==> src/hdl/pixel_hsv_shift_top_macros.svh <==
// Assertion macros shared by the pixel HSV shift RTL.
`ifndef PIXEL_HSV_SHIFT_TOP_MACROS_SVH
`define PIXEL_HSV_SHIFT_TOP_MACROS_SVH
`ifndef SYNTHESIS
// Same-cycle implication checked on every clock outside reset
`define PHS_ASSERT_SAME(label, clk, rst_n, ante, cons, msg) \
  label: assert property (@(posedge clk) disable iff (!rst_n) ante |-> cons) else $error(msg);
// Next-cycle implication checked on every clock outside reset
`define PHS_ASSERT_NEXT(label, clk, rst_n, ante, cons, msg) \
  label: assert property (@(posedge clk) disable iff (!rst_n) ante |=> cons) else $error(msg);
`else
`define PHS_ASSERT_SAME(label, clk, rst_n, ante, cons, msg)
`define PHS_ASSERT_NEXT(label, clk, rst_n, ante, cons, msg)
`endif
`endif

==> src/hdl/phs_div_pipe.sv <==
// Pipelined restoring divider, one quotient bit per stage.
module phs_div_pipe #(
  parameter int NW = 33,
  parameter int DW = 16,
  parameter int QW = 17
) (
  input  logic          clk,
  input  logic          en,
  input  logic [NW-1:0] num,
  input  logic [DW-1:0] den,
  output logic [QW-1:0] quo
);

  logic [DW-1:0] rem_r [QW];
  logic [QW-1:0] low_r [QW];
  logic [DW-1:0] den_r [QW];
  logic [QW-1:0] quo_r [QW];

  for (genvar k = 0; k < QW; k++) begin : g_stage
    logic [DW-1:0] rem_in;
    logic [QW-1:0] low_in;
    logic [DW-1:0] den_in;
    logic [QW-1:0] quo_in;
    logic [DW:0]   trial;
    logic [DW:0]   diff;

    if (k == 0) begin : g_first
      assign rem_in = DW'(num >> QW);
      assign low_in = num[QW-1:0];
      assign den_in = den;
      assign quo_in = '0;
    end else begin : g_next
      assign rem_in = rem_r[k-1];
      assign low_in = low_r[k-1];
      assign den_in = den_r[k-1];
      assign quo_in = quo_r[k-1];
    end

    // Shift in one dividend bit, subtract when it fits
    assign trial = {rem_in, low_in[QW-1-k]};
    assign diff  = trial - {1'b0, den_in};

    always_ff @(posedge clk) begin
      if (en) begin
        rem_r[k] <= diff[DW] ? trial[DW-1:0] : diff[DW-1:0];
        low_r[k] <= low_in;
        den_r[k] <= den_in;
        quo_r[k] <= {quo_in[QW-2:0], ~diff[DW]};
      end
    end
  end

  assign quo = quo_r[QW-1];

endmodule

==> config.mk <==
export PLATFORM = sky130hd
export DESIGN_NAME = phs_div_pipe
export DESIGN_NICKNAME = d
export VERILOG_FILES = /design/src/hdl/pixel_hsv_shift_top_macros.svh /design/src/hdl/phs_div_pipe.sv
export SDC_FILE = /design/constraint.sdc
export NUM_CORES = 1
export LEC_CHECK = 0
export CORE_ASPECT_RATIO = 0.9
export CORE_MARGIN = 2
export CORE_UTILIZATION = 58
export DETAILED_ROUTE_END_ITERATION = 8
export DONT_BUFFER_PORTS = 1
export GPL_TIMING_DRIVEN = 0
export PLACE_DENSITY = 0.72
export SLEW_MARGIN = 30
export SYNTH_ARGS = -nofsm -noshare
export SYNTH_HDL_FRONTEND = slang
export SYNTH_SLANG_ARGS = --single-unit
==> constraint.sdc <==
create_clock -name clk -period 3.35 [get_ports clk]
set_input_delay 0.5025 -clock clk [delete_from_list [all_inputs] [get_ports clk]]
set_output_delay 0.5025 -clock clk [all_outputs]
set_load 0.05 [all_outputs]
# Yosys cells after proc, flatten, opt, wreduce, memory -nomap -nowiden
# Memory sizes are Yosys's and may differ from the RTL's.
# Cells that the tools add are included.
totals:
  reg_bits: 0
  mem_bits_rw: 1122
  output_inout_bits: 17
  memories: 4
op_classes:
  add_sub_neg: 17
  bitwise_logic: 17
  muxes: 19
memory_table:
  columns: ["memory", "words", "width", "rd", "rd_ports_with_merged_regs", "wr", "line_no", "source"]
  rows:
  - ["low_r", 17, 17, 16, 0, 17, "phs_div_pipe.sv:15", "logic [QW-1:0] low_r [QW];"]
  - ["quo_r", 17, 17, 17, 0, 17, "phs_div_pipe.sv:17", "logic [QW-1:0] quo_r [QW];"]
  - ["den_r", 17, 16, 16, 0, 17, "phs_div_pipe.sv:16", "logic [DW-1:0] den_r [QW];"]
  - ["rem_r", 17, 16, 16, 0, 17, "phs_div_pipe.sv:14", "logic [DW-1:0] rem_r [QW];"]
ops:
  columns: ["op", "n"]
  rows:
  - ["17-bit by 16-bit subtractor with 17-bit output", 17]
  - ["16-bit 2-to-1 mux", 17]
  - ["1-bit inverter", 17]
  - ["1-bit 2-to-1 mux", 2]

# Logic depth before layout (Yosys ltp)
# An unclocked memory read counts as a cell.
depth:
  ltp_word: 3
  mapped_depth: 13
  depth_no_buf: 12

# Least setup slack after synthesis
# OpenSTA, ideal clock, no wires.
synth_path:
  path_kind: "reg-to-reg"
  startpoint: "memory den_r[1][0], in the netlist den_r[0][16]"
  endpoint: "memory rem_r[2][11], in the netlist rem_r[0][43], data pin"
  path_buffers: 1
  t_arrival_ps: 3021
  synth_period_minus_slack_ps: 3280
  path_stages_with_launch: 11
  setup_slack_ps: 70
  setup_ps: 260
  path_cell_list: "edfxtp_1 > ha_1 > fa_1 > nand2b_1 > a21boi_0 > a311o_1 > o311ai_0 > o311ai_2 > xor2_2 > buf_4 > mux2_2"
synth_rtl:
  columns: ["element", "line_no"]
  rows:
  - ["start: declaration", "phs_div_pipe.sv:16"]
  - ["end: declaration", "phs_div_pipe.sv:14"]

==> impl_metrics.tcl <==
set metrics [dict create \
    maxCapViolCount 0 \
    fp.dieW_um 280 \
    cts_tree "yes" \
    synthMuxAreaShare_pct 7.03 \
    critPathKind "flop to flop" \
    grt_max_degree 802 \
    p_seq_share_pct 34.1 \
    min-delay-path-class "primary input to flop" \
    required_ns 3.72 \
    cts.sinks 801 \
    die-area_sq_mm 0.0708 \
    fp.coreArea_sq_mm 0.0682 \
    grt.total_usage_pct 21.5 \
    cell_internal_pwr_w 0.0309 \
    multiInputGateArea_sq_mm 0.0150 \
    gp_congestion 0.913 \
    wl_per_cell_um 18.5 \
    cts-root-buf "clkbuf_16" \
    synth_flop_cell "edfxtp_1" \
    fillerInstances 4790 \
    synth_xor_area_share_pct 4.81 \
    pin_count 68 \
    synth_edf_count 801 \
    fin_util_pct 66.9 \
    nets 3489 \
    switchingPower_w 0.0156 \
    synth_fp_nets 3273 \
    tightest_slew_ns 1.05 \
    period_share_pct 100 \
    swShare_pct 33.5 \
    synth_area_sq_mm 0.0398 \
    die_h_um 253 \
    finalCriticalPeriod_ns 3.36 \
    synth-async-reset-ratio_pct 0 \
    vias_per_cell 5.74 \
    peakVddDrop_uv 470 \
    synth_top_family_by_area "adder cells" \
    grt_pass1_vias 23600 \
    antenna_found_initial 0 \
    cts_buffer_depth 3 \
    hold_viol 0 \
    power.density_mw_per_mm2 1020 \
    ff_latch_area_sq_mm 0.0241 \
    violations "setup timing" \
    worstPathArrival_ns 3.73 \
    netlist_instances 2935 \
    synth-simple-area-share_pct 5.74 \
    yosysSeqAreaShare_pct 60.4 \
    via_count 23500 \
    area_growth_pct 14.5 \
    insertedDiodeCount 0 \
    clk_latency_ns 0.63 \
    status "complete, but fails checks" \
    synth_fa_ha_area_share_pct 9.31 \
    p_clk_share_pct 19.5 \
    rsz0062_at_grt "yes" \
    ant_nets 0 \
    layout-drive-gt1-share_pct 17.2 \
    port_buffers 0 \
    slew_headroom_pct 30.1 \
    rows 91 \
    drc 0 \
    fin_worst_skew_ns 0.0188 \
    startpoint_type "flop" \
    drtPass1Iterations 5 \
    final_cell_mix "edfxtp_1, inv_1, ha_1" \
    synth-compound-area-share_pct 9.17 \
    globalRoute.totalOverflow 0 \
    synth.distinct_cells 69 \
    yosysWarnings 0 \
    clk_transition_reported_paths_ns 0.06 \
    htreeDepth 3 \
    synth_top_area_cell "edfxtp_1" \
    clock.fmax_mhz 298 \
    slew_violations 0 \
    setup_violations 5 \
    worst_slack_ns -0.00606 \
    p_leak_nw 18.3 \
    start_util_pct 58.4 \
    drt_iter0_markers 1617 \
    synthTopCellsByArea "edfxtp_1, ha_1, mux2_2, inv_1, xnor2_1" \
    numCtsBuffers 84 \
    ys_ff_latch 801 \
    place_ws_ns -0.765 \
    grt_pass1_wl_um 122000 \
    layout_commonest_cell "edfxtp_1" \
    end_kind "flop" \
    yosysTopAreaCellShare_pct 60.4 \
    pwr-share-comb_pct 46.4 \
    dp_hpwl_um 49300 \
    avgSynthCellArea_sq_um 13.6 \
    wl_um 75800 \
    crit_fanout 5 \
]
[stage by stage]
step	power, W	TNS [ns]	hold WS [ns]	cells	cell area (sq um)
2_1_floorplan	0.0297	0	0.400	2935	39800
6_report	0.0465	-0.0155	0.108	4095	45600
5_1_grt	0.0493	-1.86	0.0740	4095	45600
3_5_place_dp	0.0339	-94.13	0.405	3819	41000
3_3_place_gp	0.0332	-111.68	0.400	3818	40900
4_1_cts	0.0454	0	0.00131	4058	44900
[power groups by stage]
stage / Clock (W) / Combinational [W] / Sequential, W
after floorplan: 0 / 0.0142 / 0.0155
after global placement: 0 / 0.0172 / 0.0160
after detailed placement: 0 / 0.0178 / 0.0160
after CTS: 0.00928 / 0.0203 / 0.0159
after global routing: 0.00964 / 0.0235 / 0.0161
final: 0.00906 / 0.0216 / 0.0159
[synth_stat cells, types with 6 or more instances]
master,instances
mux2i_1,29
a311o_1,9
nor2_1,141
o21bai_1,13
xor2_1,66
xnor2_1,140
mux2_2,215
buf_2,10
o21ai_0,104
nand2_1,80
a2111oi_0,9
a21boi_0,18
fa_1,16
o2111ai_1,9
or2_2,6
a31oi_1,19
o21a_1,32
or3_1,13
nor2b_1,52
clkbuf_1,13
mux2_4,6
nor3_1,36
o311ai_0,9
xnor2_2,6
and2_1,6
a211oi_1,13
o31ai_1,6
a31o_2,7
inv_1,332
edfxtp_1,801
nand3_1,38
o31a_1,6
ha_1,271
and3_1,20
nand4_1,22
o211ai_1,11
a21o_1,90
nand2b_1,33
a21oi_1,158
[flip-flops by register name, indices dropped and copies added, names as in the netlist]
name / count
den_r: 256
rem_r: 256
quo_r: 153
low_r: 136
[layer usage]
| metal | global-route usage, % | wire length [um] | vias up |
|---|---|---|---|
| met3 | 3.39 | 3680 | 153 |
| met5 | 0 | 0 | - |
| li1 | - | - | 11300 |
| met2 | 34.5 | 35100 | 563 |
| met4 | 6.25 | 2140 | 0 |
| met1 | 30.6 | 34900 | 11400 |
[critical path, cell delays in order (launching register included)]
cell and delay, ns:
edfxtp_1 0.38, inv_2 0.09, ha_4 0.13, fa_2 0.25, nor2b_4 0.06, o31ai_4 0.28, a21oi_2 0.13, o2111ai_2 0.29
a31oi_4 0.14, a221o_1 0.40, a21oi_4 0.22, xnor2_4 0.14, buf_12 0.16, buf_12 0.14, mux2_4 0.30
[kinds of logic after synthesis]
family                   count (synthesis)
multiplexers                           250
buffers and inverters                  363
flip-flops                             801
AO/OA/AOI/OAI                          557
XOR/XNOR                               213
adder cells (fa/ha/maj)                287
AND/OR/NAND/NOR                        464
[cell type report]
cell class | instances | area share, %
Sequential cell | 801 | 52.7
Tap cell | 883 | 2.42
Timing Repair Buffer | 130 | 2.81
Inverter | 332 | 2.73
Clock inverter | 45 | 0.980
Multi-Input combinational cell | 1771 | 32.9
Clock buffer | 102 | 4.80
Buffer | 31 | 0.628
[final timing paths]
kind / from / end / slack, ns / cells past startpoint
min reg2reg: low_r[0][44] / low_r[0][61] / 0.41 / 0
min: num[27] / rem_r[0][11] / 0.11 / 1
max: low_r[0][191] / rem_r[0][206] / -0.006 / 14
max reg2reg: low_r[0][191] / rem_r[0][206] / -0.006 / 14
[repair_timing]
| item | CTS | global route |
|---|---|---|
| setup buffers | 57 | 30 |
| pin swaps | 44 | 49 |
| endpoints found under the hold margin | 32 | 15 |
| gates resized for setup | 99 | 69 |
| hold buffers | 32 | 1 |
| setup endpoints to repair | 248 | 216 |
| cloned | 3 | 2 |
Power figures use the tool's default switching activity.
