File: src/hdl/pixel_hsv_shift_top_macros.svh
// Assertion macros shared by the pixel HSV shift RTL.
`ifndef PIXEL_HSV_SHIFT_TOP_MACROS_SVH
`define PIXEL_HSV_SHIFT_TOP_MACROS_SVH
`ifndef SYNTHESIS
// Same-cycle implication checked on every clock outside reset
`define PHS_ASSERT_SAME(label, clk, rst_n, ante, cons, msg) \
  label: assert property (@(posedge clk) disable iff (!rst_n) ante |-> cons) else $error(msg);
// Next-cycle implication checked on every clock outside reset
`define PHS_ASSERT_NEXT(label, clk, rst_n, ante, cons, msg) \
  label: assert property (@(posedge clk) disable iff (!rst_n) ante |=> cons) else $error(msg);
`else
`define PHS_ASSERT_SAME(label, clk, rst_n, ante, cons, msg)
`define PHS_ASSERT_NEXT(label, clk, rst_n, ante, cons, msg)
`endif
`endif

File: src/hdl/phs_pkg.sv
// Shared types and constants of the pixel HSV shift block.
package phs_pkg;

  localparam int unsigned GAIN_BITS = 17;
  localparam int unsigned QUO_BITS  = 17;
  localparam int unsigned ADDR_BITS = 4;

  localparam logic [GAIN_BITS-1:0] UNITY_GAIN = 17'd65536;

  // Register indexes, taken from paddr[3:2]
  localparam logic [1:0] REG_HUE_OFFSET = 2'd0;
  localparam logic [1:0] REG_SAT_GAIN   = 2'd1;
  localparam logic [1:0] REG_VAL_GAIN   = 2'd2;

  // Hue segment multiplier of delta
  localparam logic [1:0] SEG_ZERO = 2'd0;
  localparam logic [1:0] SEG_TWO  = 2'd1;
  localparam logic [1:0] SEG_FOUR = 2'd2;
  localparam logic [1:0] SEG_SIX  = 2'd3;

  typedef struct packed {
    logic [15:0] red_in;
    logic [15:0] green_in;
    logic [15:0] blue_in;
  } pix_in_t;

  typedef struct packed {
    logic [15:0] red_out;
    logic [15:0] green_out;
    logic [15:0] blue_out;
  } pix_out_t;

  typedef struct packed {
    logic signed [15:0]    hue_offset;
    logic [GAIN_BITS-1:0]  saturation_gain;
    logic [GAIN_BITS-1:0]  value_gain;
  } cfg_t;

endpackage

File: src/hdl/phs_cfg_regs.sv
// APB register file holding hue offset and the two gains.
module phs_cfg_regs import phs_pkg::*; (
  input  logic                 clk,
  input  logic                 rst_n,
  input  logic                 psel,
  input  logic                 penable,
  input  logic                 pwrite,
  input  logic [ADDR_BITS-1:0] paddr,
  input  logic [31:0]          pwdata,
  output logic [31:0]          prdata,
  output logic                 pready,
  output cfg_t                 cfg
);

  logic [15:0]          hue_r;
  logic [GAIN_BITS-1:0] sat_r;
  logic [GAIN_BITS-1:0] val_r;
  logic                 wr_en;

  assign pready = 1'b1;
  assign wr_en  = psel && penable && pwrite;

  // Write on the access phase
  always_ff @(posedge clk) begin
    if (!rst_n) begin
      hue_r <= '0;
      sat_r <= UNITY_GAIN;
      val_r <= UNITY_GAIN;
    end else if (wr_en) begin
      case (paddr[3:2])
        REG_HUE_OFFSET: hue_r <= pwdata[15:0];
        REG_SAT_GAIN:   sat_r <= pwdata[GAIN_BITS-1:0];
        REG_VAL_GAIN:   val_r <= pwdata[GAIN_BITS-1:0];
        default: ;
      endcase
    end
  end

  // Read back
  always_comb begin
    case (paddr[3:2])
      REG_HUE_OFFSET: prdata = {16'd0, hue_r};
      REG_SAT_GAIN:   prdata = {{(32-GAIN_BITS){1'b0}}, sat_r};
      REG_VAL_GAIN:   prdata = {{(32-GAIN_BITS){1'b0}}, val_r};
      default:        prdata = '0;
    endcase
  end

  assign cfg.hue_offset      = $signed(hue_r);
  assign cfg.saturation_gain = sat_r;
  assign cfg.value_gain      = val_r;

endmodule

File: config.mk
export PLATFORM = sky130hd
export DESIGN_NAME = phs_cfg_regs
export DESIGN_NICKNAME = d
export VERILOG_FILES = /design/src/hdl/pixel_hsv_shift_top_macros.svh /design/src/hdl/phs_pkg.sv /design/src/hdl/phs_cfg_regs.sv
export SDC_FILE = /design/constraint.sdc
export NUM_CORES = 1
export LEC_CHECK = 0
export BUFFER_PORTS_ARGS = -buffer_cell sky130_fd_sc_hd__buf_4
export CORE_MARGIN = 5
export CORE_UTILIZATION = 45
export CTS_CLUSTER_DIAMETER = 60
export DETAILED_ROUTE_END_ITERATION = 8
export PLACE_DENSITY = 0.83
export SLEW_MARGIN = 25
export SYNTH_ARGS = -nofsm -noshare
export SYNTH_HDL_FRONTEND = slang
export SYNTH_SLANG_ARGS = --single-unit
File: constraint.sdc
create_clock -name clk -period 1.33 [get_ports clk]
set_clock_uncertainty 0.05 [all_clocks]
set_input_delay 0.1995 -clock clk [delete_from_list [all_inputs] [get_ports clk]]
set_output_delay 0.1995 -clock clk [all_outputs]
set_load 0.01 [all_outputs]
### Word-level counts from Yosys, hierarchy flattened

Cells that the tools add are included.

* reductions and logical operators: 6
* multiplexer cells: 1
* equal/unequal tests: 2

Operators by type and width (number)
* 17-bit one-hot mux with 3 select lines: 1
* 2-bit AND reduction: 3
* 2-bit by 1-bit equality test with 1-bit output (second input constant): 1
* 2-bit equality test (second input constant): 1
* 1-bit logical AND: 2
* 2-bit logical NOT: 1

* logic and storage cells: 12
* input bits: 41
* output and inout port bits: 83
* register bits after elaboration: 50

### Longest topological paths before layout

* depth in word-level cells: 3
* depth in mapped cells: 6
* gate-level depth less buffers: 3

### Worst setup path before layout

OpenSTA, ideal clock, no wires.

* path kind: input to output
* start point: input port paddr[3]
* end point: output port prdata[10]
* buffers on the path: 3
* setup slack: 0.086 ns
* required time: 1.081 ns
* stages: 6
* data arrival time: 0.995 ns
* cell sequence: clkbuf_2 -> nor2b_1 -> buf_2 -> buf_2 -> nand2_1 -> o21ai_0

* cells in the longest elaborated chain, start to end: 2
* elaborated cells on any way between the ends: 4
* classes of those cells: eq/ne: 2; mux: 1; reduce/logical: 1

RTL lines
* start, declared: line phs_cfg_regs.sv:8 `input logic [ADDR_BITS-1:0] paddr,`
* 2-bit equality test (tied with other cells): line phs_cfg_regs.sv:41 `case (paddr[3:2])`
* 17-bit one-hot mux with 3 select lines *: line phs_cfg_regs.sv:41
* end, declared: line phs_cfg_regs.sv:10 `output logic [31:0] prdata,`

Mark *: on every way between the ends. The rest lies on a longest branch, timed or not.

### Final worst setup path

* start point: register hue_r[12]
* end point: output port prdata[12]

* cells in the longest elaborated chain, start to end: 1

RTL lines
* start, declared: line phs_cfg_regs.sv:15 `logic [15:0] hue_r;`
* start signal, assigned: line phs_cfg_regs.sv:31 `REG_HUE_OFFSET: hue_r <= pwdata[15:0];`
* 17-bit one-hot mux with 3 select lines: line phs_cfg_regs.sv:41

No other way between the ends.

==> flow_metrics.tcl <==
set metrics [dict create \
    final.setup.tns_ns 0 \
    dieWidth_um 82.4 \
    detail_route.wirelength_um 6230 \
    grt_pass1_wl_um 9530 \
    vias_per_cell 4.76 \
    post_route_worst_setup_slack_ns 0.00639 \
    global_route.overflow_total 0 \
    critical-path-max-stage-delay_ns 0.35 \
    ff_latch_area_um2 1040 \
    insertedDiodeCount 0 \
    cellInternalPower_uw 2060 \
    clk_path_buf_depth 2 \
    cts_buf_count 5 \
    critical_path.n_buffers_inverters 1 \
    timing.max_cap.violations 0 \
    detail_route.iter0.violations 73 \
    cts_hold_buf 0 \
    synthToLayoutAreaGrowth_pct 39.4 \
    ys_top_cells_by_area "dfxtp_1 42%, mux2i_1 28%, nand2_1 13%" \
    synth_enable_flop_cells 0 \
    final_critical_delay_including_setup_and_external_delays_ns 1.32 \
    pwr-share-seq 0.546 \
    layout-drive-gt1-share 0.435 \
    clock_power_share 0.337 \
    hold_class "in -> reg" \
    detailroute.via_count 2040 \
    dpl-instance-area_um2 3110 \
    share_of_the_clock_period_used_by_the_worst_path 0.995 \
    wire_length_per_cell_after_detailed_routing_um 14.5 \
    finalInstanceArea_um2 3290 \
    worstPathArrival_ns 1.07 \
    max_clk_rate_mhz 756 \
    pre_cts_ws_ns -0.0210 \
    stdcell_count 429 \
    synthMostInstantiatedCell "nand2_1" \
    synthFlopType "dfxtp_1" \
    finalSetupViolCount 0 \
    clock_insertion_delay_worst_skew_ns 0.32 \
    result_of_the_run "complete, no violations" \
    fp.coreArea_um2 5110 \
    worst_ir_drop_vdd_mv 0.543 \
    tritoncts "yes" \
    critical_path.top_delay_family "flip-flops" \
    leakage_power_summed_over_all_cells_uw 0.00155 \
    finalMaxSlewViolations 0 \
    timing_worst_setup_path_type "reg -> out" \
    synthDominantAreaCellType "dfxtp_1" \
    cp_max_fo 3 \
    yosysSeqAreaShare 0.424 \
    maximum_number_of_pins_on_one_net_before_global_route_repair 33 \
    clk_pin_slew_ns 0.09 \
    setup.worst_path.end_class "output pin" \
    total_switching_power_uw 746 \
    numPlacedInstances 417 \
    chipHeight_um 82.4 \
    grt_antenna_before_repair 0 \
    io_pins 124 \
    synth_cell_type_count 15 \
    final-hold-violation-count 0 \
    drt_drc_violations_left 0 \
    ant_nets 0 \
    setup.worst_path.start_class "flip-flop" \
    power.density_nw_per_um2 854 \
    setup_repair_after_global_routing_missed_its_margin "true" \
    netlist.area_leader.share 0.424 \
    cts_sink_cnt 50 \
    floorplan.rows 26 \
    area_of_combinational_cells_with_multiple_inputs_um2 1180 \
    start_util 0.462 \
    timing.critical_path.required_ns 1.08 \
    layout.filler_cells 427 \
    synth_async_sr_flop_share 0 \
    dp_hpwl_um 4610 \
    comb_power_share 0.117 \
    switching_share_of_total_power 0.266 \
    synthCells 260 \
    design.die.area_um2 6790 \
    grtUsageTotal 0.185 \
    detailedRoute.firstPassIterationCount 4 \
    synthesis.area_per_instance_um2 9.07 \
    synth-warning-count 0 \
    final_net_count 399 \
    critical_path.cell_chain "mux2i_1, o21ai_1, buf_4" \
    cpMaxStageDelayCell "dfxtp_2" \
    port_buffers 90 \
    synth_common_cells "82 x nand2_1, 66 x mux2i_1, 50 x dfxtp_1, 18 x buf_4, 16 x o21ai_0" \
    cts.htree.levels 2 \
    first_global_vias 1962 \
    summed_instance_area_of_the_synthesized_netlist_um2 2360 \
    globalplace.congestion 0.805 \
    ys_seq_elements 50 \
    ctsRootBufferMaster "clkbuf_8" \
]
-- per-layer routing --
metal  wire length [um]  global-route usage  share of wire  up-vias
met1               2640               0.234           0.42      935
met4                115              0.0648          0.018        0
met3                541              0.0597          0.087       12
met2               2940               0.295           0.47       77
met5                  0                   0              0        -
li1                   -                   -              -     1016
-- path summary, 6_finish.rpt --
kind	from	endpoint	slack, ns	cells past startpoint
setup / recovery	hue_r[12]$_SDFFE_PN0P_	prdata[12]	0.006	3
hold / removal	pwdata[16]	val_r[16]$_SDFFE_PN1P_	0.12	3
setup reg to reg	hue_r[2]$_SDFFE_PN0P_	hue_r[2]$_SDFFE_PN0P_	0.56	3
hold reg to reg	hue_r[7]$_SDFFE_PN0P_	hue_r[7]$_SDFFE_PN0P_	0.42	2
-- registers in the layout (all words and copies together) (netlist names) --
signal	cells
val_r	17
sat_r	17
hue_r	16
-- metrics by stage --
stage	total power, uW	hold WS (ns)	utilization
floorplan	1770	0.326	-
global placement	1880	0.408	0.610
detailed placement	1890	0.412	0.610
CTS	2820	0.118	0.632
global route	2930	0.121	0.644
finish	2810	0.121	0.644
-- worst register-to-register path, cell delays in order (launching register included) --
cell	delay, ns
dfxtp_2	0.35
buf_4	0.11
nand2_1	0.04
mux2i_1	0.15
-- repair_timing --
item / in CTS / in global routing
buffers inserted: 0 / 4
setup endpoints to repair: 8 / 16
pin swaps: 0 / 2
gates resized for setup: 16 / 31
cloned: 0 / 0
-- kinds of logic after synthesis --
| family | after synthesis | synth area share |
|---|---|---|
| AO/OA/AOI/OAI | 16 | 0.0340 |
| other | 2 | 0.00318 |
| AND/OR/NAND/NOR | 91 | 0.155 |
| multiplexers | 66 | 0.280 |
| buffers and inverters | 35 | 0.103 |
| flip-flops | 50 | 0.424 |
-- power groups by stage --
stage	clock, uW	sequential [uW]	combinational (uW)
global route	1030	1540	358
finish	946	1530	329
detailed placement	0	1570	322
floorplan	0	1570	193
CTS	966	1530	325
global placement	0	1570	318
-- layout make-up --
| cell class | instances | area share |
|---|---|---|
| repair buffers | 112 | 0.267 |
| clock buffers | 5 | 0.0209 |
| clock inverters | 3 | 0.00875 |
| well taps | 70 | 0.0266 |
| multi-input cells | 189 | 0.360 |
| flip-flops and latches | 50 | 0.317 |
-- placed cells by master (no fill, tap or decap), drive strengths merged --
cell and instances:
buf 112, nand2 82, mux2i 66, dfxtp 50, conb 16, o21ai 16, clkbuf 5, nor2b 4
nor3b 2, clkinv 2, nand3b 1, nand3 1, or3 1, inv 1
Power figures use the tool's default switching activity.
