[src/hdl/pixel_hsv_shift_top_macros.svh]
// Assertion macros shared by the pixel HSV shift RTL.
`ifndef PIXEL_HSV_SHIFT_TOP_MACROS_SVH
`define PIXEL_HSV_SHIFT_TOP_MACROS_SVH
`ifndef SYNTHESIS
// Same-cycle implication checked on every clock outside reset
`define PHS_ASSERT_SAME(label, clk, rst_n, ante, cons, msg) \
  label: assert property (@(posedge clk) disable iff (!rst_n) ante |-> cons) else $error(msg);
// Next-cycle implication checked on every clock outside reset
`define PHS_ASSERT_NEXT(label, clk, rst_n, ante, cons, msg) \
  label: assert property (@(posedge clk) disable iff (!rst_n) ante |=> cons) else $error(msg);
`else
`define PHS_ASSERT_SAME(label, clk, rst_n, ante, cons, msg)
`define PHS_ASSERT_NEXT(label, clk, rst_n, ante, cons, msg)
`endif
`endif

[src/hdl/phs_pkg.sv]
// Shared types and constants of the pixel HSV shift block.
package phs_pkg;

  localparam int unsigned GAIN_BITS = 17;
  localparam int unsigned QUO_BITS  = 17;
  localparam int unsigned ADDR_BITS = 4;

  localparam logic [GAIN_BITS-1:0] UNITY_GAIN = 17'd65536;

  // Register indexes, taken from paddr[3:2]
  localparam logic [1:0] REG_HUE_OFFSET = 2'd0;
  localparam logic [1:0] REG_SAT_GAIN   = 2'd1;
  localparam logic [1:0] REG_VAL_GAIN   = 2'd2;

  // Hue segment multiplier of delta
  localparam logic [1:0] SEG_ZERO = 2'd0;
  localparam logic [1:0] SEG_TWO  = 2'd1;
  localparam logic [1:0] SEG_FOUR = 2'd2;
  localparam logic [1:0] SEG_SIX  = 2'd3;

  typedef struct packed {
    logic [15:0] red_in;
    logic [15:0] green_in;
    logic [15:0] blue_in;
  } pix_in_t;

  typedef struct packed {
    logic [15:0] red_out;
    logic [15:0] green_out;
    logic [15:0] blue_out;
  } pix_out_t;

  typedef struct packed {
    logic signed [15:0]    hue_offset;
    logic [GAIN_BITS-1:0]  saturation_gain;
    logic [GAIN_BITS-1:0]  value_gain;
  } cfg_t;

endpackage

[src/hdl/phs_back.sv]
// Back stages: hue rotation, gains and HSV to RGB conversion.
module phs_back import phs_pkg::*; #(
  parameter int CHANNEL_BITS = 16
) (
  input  logic                    clk,
  input  logic                    en,
  input  cfg_t                    cfg,
  input  logic [QUO_BITS-1:0]     sat_q,
  input  logic [QUO_BITS-1:0]     hue_q,
  input  logic [CHANNEL_BITS-1:0] vmax,
  input  logic                    grey,
  output logic [CHANNEL_BITS-1:0] red,
  output logic [CHANNEL_BITS-1:0] green,
  output logic [CHANNEL_BITS-1:0] blue
);

  localparam int W   = CHANNEL_BITS;
  localparam int SPW = 2 * GAIN_BITS;
  localparam int VPW = W + GAIN_BITS;
  localparam int V2W = W + 1;
  localparam int CSW = V2W + GAIN_BITS;
  localparam int XPW = CSW + GAIN_BITS;
  localparam int CHW = XPW - 32;

  logic [15:0]          h2_r;
  logic [SPW-1:0]       sp_r;
  logic [VPW-1:0]       vp_r;

  logic [SPW-1:0]       s_rnd;
  logic [18:0]          hp;
  logic [GAIN_BITS-1:0] s2_r, gp3_r;
  logic [V2W-1:0]       v2_r, v2c_r, v2d_r;
  logic [2:0]           sec_r, secc_r, secd_r;

  logic [CSW-1:0]       cs_r;
  logic [XPW-1:0]       xp_r, mp_r;

  logic [XPW-1:0]       base;
  logic [W-1:0]         ch_c, ch_x, ch_m;

  // Rotate hue, apply both gains
  always_ff @(posedge clk) begin
    if (en) begin
      h2_r <= (grey ? 16'd0 : hue_q[15:0]) + $unsigned(cfg.hue_offset);
      sp_r <= SPW'(grey ? '0 : sat_q) * SPW'(cfg.saturation_gain);
      vp_r <= VPW'(vmax) * VPW'(cfg.value_gain);
    end
  end

  // Round, clamp saturation, split hue into sector and fraction
  assign s_rnd = (sp_r + SPW'(32768)) >> 16;
  assign hp    = {1'b0, h2_r, 2'b0} + {2'b0, h2_r, 1'b0};

  always_ff @(posedge clk) begin
    if (en) begin
      s2_r  <= (s_rnd > SPW'(UNITY_GAIN)) ? UNITY_GAIN : s_rnd[GAIN_BITS-1:0];
      v2_r  <= V2W'((vp_r + VPW'(32768)) >> 16);
      sec_r <= hp[18:16];
      gp3_r <= hp[16] ? {1'b0, hp[15:0]} : UNITY_GAIN - {1'b0, hp[15:0]};
    end
  end

  // Chroma, then fractional chroma term
  always_ff @(posedge clk) begin
    if (en) begin
      cs_r   <= CSW'(v2_r) * CSW'(s2_r);
      v2c_r  <= v2_r;
      secc_r <= sec_r;
    end
  end

  logic [GAIN_BITS-1:0] gpc_r;
  always_ff @(posedge clk) begin
    if (en) begin
      gpc_r <= gp3_r;
    end
  end

  always_ff @(posedge clk) begin
    if (en) begin
      xp_r   <= XPW'(cs_r) * XPW'(gpc_r);
      mp_r   <= XPW'(cs_r) << 16;
      v2d_r  <= v2c_r;
      secd_r <= secc_r;
    end
  end

  // Round a Q32 channel down and clamp to full scale
  function automatic logic [W-1:0] to_chan(input logic [XPW-1:0] q);
    logic [CHW-1:0] w;
    w = q[XPW-1:32];
    if (w > CHW'({W{1'b1}})) to_chan = {W{1'b1}};
    else                     to_chan = w[W-1:0];
  endfunction

  assign base = (XPW'(v2d_r) << 32) + (XPW'(1) << 31);
  assign ch_c = (v2d_r > V2W'({W{1'b1}})) ? {W{1'b1}} : v2d_r[W-1:0];
  assign ch_x = to_chan(base - xp_r);
  assign ch_m = to_chan(base - mp_r);

  // Route the three terms by sector
  always_comb begin
    case (secd_r)
      3'd0:    begin red = ch_c; green = ch_x; blue = ch_m; end
      3'd1:    begin red = ch_x; green = ch_c; blue = ch_m; end
      3'd2:    begin red = ch_m; green = ch_c; blue = ch_x; end
      3'd3:    begin red = ch_m; green = ch_x; blue = ch_c; end
      3'd4:    begin red = ch_x; green = ch_m; blue = ch_c; end
      default: begin red = ch_c; green = ch_m; blue = ch_x; end
    endcase
  end

endmodule

[config.mk]
export PLATFORM = sky130hd
export DESIGN_NAME = phs_back
export DESIGN_NICKNAME = d
export VERILOG_FILES = /design/src/hdl/pixel_hsv_shift_top_macros.svh /design/src/hdl/phs_pkg.sv /design/src/hdl/phs_back.sv
export SDC_FILE = /design/constraint.sdc
export NUM_CORES = 2
export LEC_CHECK = 0
export ABC_AREA = 1
export BUFFER_PORTS_ARGS = -buffer_cell sky130_fd_sc_hd__buf_2
export CORE_MARGIN = 2
export CORE_UTILIZATION = 65
export CTS_CLUSTER_SIZE = 16
export DETAILED_ROUTE_END_ITERATION = 10
export PLACE_DENSITY = 0.82
export SLEW_MARGIN = 40
export SYNTH_ARGS = -nofsm -noshare
export SYNTH_HDL_FRONTEND = slang
export SYNTH_SLANG_ARGS = --single-unit
export TNS_END_PERCENT = 100
[constraint.sdc]
create_clock -name clk -period 9.9 [get_ports clk]
set_clock_uncertainty 0.2 [all_clocks]
set_input_delay 0 -clock clk [delete_from_list [all_inputs] [get_ports clk]]
set_output_delay 0 -clock clk [all_outputs]
set_load 0.02 [all_outputs]
# After elaboration in Yosys (flattened, before gate mapping)
# Cells that the tools add are included.
[classes]
n_addsub = 8
n_mul = 4
n_lt_le_gt_ge = 4
eq_ne = 4
muxes = 9
reduce_logical = 7
[op_table]
columns = ["cell", "n"]
rows = [
  ["16-bit case mux with 2 select lines", 3],
  ["16-bit two-way mux", 5],
  ["17-bit by 17-bit multiplier with 34-bit output", 2],
  ["34-bit by 17-bit multiplier with 51-bit output", 1],
  ["50-bit by 50-bit subtractor with 51-bit output", 1],
  ["50-bit by 51-bit subtractor with 51-bit output", 1],
  ["49-bit by 32-bit adder with 50-bit output (second input constant)", 1],
  ["19-bit by 16-bit > comparator with 1-bit output (second input constant)", 2],
  ["34-bit by 16-bit adder with 34-bit output (second input constant)", 1],
  ["33-bit by 16-bit adder with 33-bit output (second input constant)", 1],
  ["16-bit by 17-bit multiplier with 33-bit output", 1],
  ["18-bit by 17-bit adder with 19-bit output", 1],
  ["18-bit by 17-bit > comparator with 1-bit output (second input constant)", 1],
  ["17-bit by 16-bit > comparator with 1-bit output (second input constant)", 1],
  ["17-bit two-way mux", 1],
  ["17-bit by 16-bit subtractor with 17-bit output (first input constant)", 1],
  ["16-bit adder", 1],
  ["2-bit OR reduction", 6],
  ["3-bit by 2-bit equality test with 1-bit output (second input constant)", 2],
  ["3-bit by 1-bit equality test with 1-bit output (second input constant)", 1],
  ["3-bit equality test (second input constant)", 1],
  ["3-bit zero test", 1],
]
[totals]
regBits = 313
in_bits = 103

# Depth between registers and ports, before layout
[logic_depth]
depth_word = 5
mapped_depth = 28
depth_no_buf = 27

# Worst setup path after synthesis
# OpenSTA, ideal clock, no wires.
[synth_path]
path_kind = "register to register"
start = "register v2_r[14]"
end = "register cs_r[24], data pin"
t_arrival_ns = 5.490
required_time_ns = 9.440
path_slack_ns = 3.950
path_stages_with_launch = 26
period_less_slack_ns = 5.950
path_cell_list = "edfxtp_1 > clkbuf_1 > clkbuf_1 > nand2_1 > fa_1 > inv_1 > fa_1 > inv_1 > fa_1 > fa_1 > inv_1 > fa_1 > inv_1 > fa_1 > inv_1 > ha_1 > nand2_1 > inv_1 > nand2_1 > nand2_1 > o21bai_1 > a21oi_1 > o21ai_0 > nand2_1 > nand2_1 > xor2_1"
[synth_via]
elab_chain_cells = 1
[synth_rtl]
columns = ["element", "line", "source"]
rows = [
  ["start: declaration", "phs_back.sv:32", "logic [V2W-1:0] v2_r, v2c_r, v2d_r;"],
  ["start signal: assignment", "phs_back.sv:57", "v2_r <= V2W'((vp_r + VPW'(32768)) >> 16);"],
  ["17-bit by 17-bit multiplier with 34-bit output", "phs_back.sv:66", "cs_r <= CSW'(v2_r) * CSW'(s2_r);"],
  ["end signal: assignment", "phs_back.sv:66", ""],
  ["end: declaration", "phs_back.sv:35", "logic [CSW-1:0] cs_r;"],
]
# Every way passes these cells.
# A chain may end at the register's enable or synchronous reset.

# Final worst setup path
[layout_path]
start = "register gpc_r[10]"
end = "register xp_r[44], data pin"
[layout_via]
elab_chain_cells = 1
[layout_rtl]
columns = ["element", "line", "source"]
rows = [
  ["start: declaration", "phs_back.sv:72", "logic [GAIN_BITS-1:0] gpc_r;"],
  ["start signal: assignment", "phs_back.sv:75", "gpc_r <= gp3_r;"],
  ["34-bit by 17-bit multiplier with 51-bit output", "phs_back.sv:81", "xp_r <= XPW'(cs_r) * XPW'(gpc_r);"],
  ["end signal: assignment", "phs_back.sv:81", ""],
  ["end: declaration", "phs_back.sv:36", "logic [XPW-1:0] xp_r, mp_r;"],
]
# Every way passes these cells.

==> run_results.csv <==
group,metric,value,unit
outcome,status,"finished clean",
timing,setup_slack,3.10,ns
detailed_routing,final_antenna_net_count,0,
yosys,yosys.area.top_type,"fa_1",
critical_path,max_stage_delay,0.74,ns
yosys,synth_edf_count,280,
yosys,seq_area_frac_synth,13.2,%
timing,finalSetupViolations,0,
cts,cts_tree,"yes",
critical_path,cp_top_family,"adder cells",
critical_path,end_kind,"flop",
detailed_routing,firstDrtPassIters,6,
global_routing,grt_max_degree,81,
yosys,syn-num-nets,9931,
final_layout,fillers,7765,
timing,rsz0062_at_grt,"no",
cts,clock-sinks,280,
timing,final.setup.tns,0,ns
min_path,hold_path_class,"input port to flop",
final_layout,final_nets,9893,
timing,worstMarginPinSlew,0.930,ns
job,maxCapViolCount,0,
critical_path,cpMaxStageDelayCell,"edfxtp_1",
global_routing,grt_pass1_wl,273,mm
placed_design,pre_cts_ws,2.72,ns
placed_design,dp_cells,9346,
yosys,synthFlopType,"edfxtp_1",
final_layout,final_common_cell,"inv_1",
floorplanning,die_y,317,µm
critical_path,path_cells,"buf_4, nand2_1, fa_1, inv_1, fa_1, fa_1, fa_1, fa_1, inv_1, fa_1, inv_1, ha_1, nand2_1, nor2_1, nand4_1, or2_2, nand3_1, nand2_1, o21ai_1, xor2_1",
final_layout,area_delta_synth_final,4.98,%
yosys,yosysWarningCount,0,
critical_path,worst-endpoint-arrival,7.00,ns
yosys,synth_area,63700,µm²
yosys,ys_top_cells_by_area,"fa_1, edfxtp_1, inv_1",
timing,max_freq,147,MHz
timing,period_needed,6.80,ns
detailed_routing,vias,52300,
cts,clock_path_buffers,3,
timing,hold_violations,0,
detailed_routing,via_per_inst,5.53,
cts,clock_latency,0.59,ns
final_layout,drive_gt1_share,4.13,%
detailed_routing,wl_per_cell,17.6,µm
cts,clkSlewWorstSetupHoldPaths,0.06,ns
critical_path,crit_fanout,21,
critical_path,crit_type,"flop to flop",
detailed_routing,drc_errors,0,
global_routing,grt_overflow,0,
cts,cts_max_level,2,
detailed_routing,drt_iter0_drc,3916,
final_layout,final_cell_count_no_fill,9458,
placed_design,place.port_buffers,149,
yosys,synthDistinctLibCells,58,
timing,slew_headroom,38.0,%
yosys,synth_top_area_share,34.6,%
floorplanning,die-area,100000,µm²
floorplanning,rows,114,
cts,cts_resized,0,
yosys,async_flop_share,0,%
yosys,synth_seq_cells,280,
global_routing,grt_pass1_vias,55100,
critical_path,cp.required,10.10,ns
global_routing,antenna_found_initial,4,
floorplanning,core_area,96900,µm²
cts,cts_inserted_buffers,35,
placed_design,place.gp.congestion,1.00,
floorplanning,start_util,65.7,%
critical_path,crit_top_cell,"fa_1",
timing,hold_slack,0.0614,ns
timing,finalMaxSlewViolations,0,
yosys,syn_avg_cell_area,7.77,µm²
critical_path,critPathLaunchType,"flop",
floorplanning,die_w,317,µm
cts,cts-root-buf,"clkbuf_16",
critical_path,crit_buf_inv,4,
final_layout,final-seq-area,8410,µm²
final_layout,multi_input_comb_area,45600,µm²
timing,fin_crit_sh,68.7,%
cts,post-cts-setup-buffer-count,0,
yosys,syn_inst,8190,
floorplanning,pin_count,151,
global_routing,grt_use_total,34.4,%
cts,cts_hold_buf,39,
final_layout,final_cell_mix,"inv_1, nand2_1, fa_1",
placed_design,dp_hpwl,135,mm
detailed_routing,routed_wl,167,mm
-- worst min-delay path: stages --
cell,delay (ns)
buf_2,0.08
inv_1,0.03
nor2_1,0.08
ha_1,0.17
inv_1,0.06
nand2_1,0.09
a31oi_1,0.08
xnor2_1,0.14
-- layer usage --
| layer | vias up | wire (µm) | track usage [%] |
|---|---|---|---|
| li1 | 23900 | - | - |
| met1 | 25400 | 62700 | 42.4 |
| met2 | 2389 | 82100 | 59.7 |
| met3 | 540 | 13900 | 5.09 |
| met4 | 4 | 8230 | 16.6 |
| met5 | - | 27 | 0 |
-- synth_stat cells, types with 31 or more instances --
cell type,instances
clkbuf_1,307
ha_1,537
nor2_1,513
o21ai_0,132
nor3_1,43
inv_1,2229
nand2_1,2114
fa_1,1101
nand3_1,192
a21o_1,31
edfxtp_1,280
xnor2_1,60
xor2_1,126
a21oi_1,224
nand4_1,61
-- metrics by stage --
step,util [%],instance area [µm²]
2_1_floorplan,-,63700
3_3_place_gp,67.1,65000
3_5_place_dp,67.3,65200
4_1_cts,68.9,66800
5_1_grt,69.0,66800
6_report,69.0,66800
-- cell type report --
cell class	instances	share of cell area [%]
clock buffers	37	1.32
diodes	4	0.0150
repair buffers	247	2.51
well taps	1276	2.39
inverters	2243	12.6
multi-input cells	5345	68.2
clock inverters	26	0.421
flip-flops and latches	280	12.6
-- path summary, 6_finish.rpt --
check	start	to	slack (ns)	cells past startpoint
setup reg to reg	gpc_r[10]	xp_r[44]	3.10	20
hold reg to reg	sec_r[2]	secc_r[2]	0.20	0
setup / recovery	gpc_r[10]	xp_r[44]	3.10	20
hold / removal	hue_q[3]	h2_r[4]	0.06	8
-- sequential cells by signal, indices dropped and copies added, names as in the netlist, 16 cells and up --
| name | flops |
|---|---|
| cs_r | 34 |
| gp3_r | 16 |
| gpc_r | 16 |
| h2_r | 16 |
| mp_r | 34 |
| s2_r | 17 |
| sp_r | 19 |
| v2_r | 17 |
| v2c_r | 17 |
| v2d_r | 17 |
| vp_r | 18 |
| xp_r | 50 |
-- logic make-up after synthesis --
logic type                 after synthesis  synth area share, %
AOI/OAI and AO/OA                      502                 4.50
xor gates and xnor gates               187                 2.58
adders and majority gates             1638                 45.2
buffers and inverters                 2565                 15.2
DFF                                    280                 13.2
and+or+nand+nor                       3018                 19.3
Power is left out: the tool's default activity adds up to more than one toggle a clock period on the data nets, which glitch-free logic cannot reach.
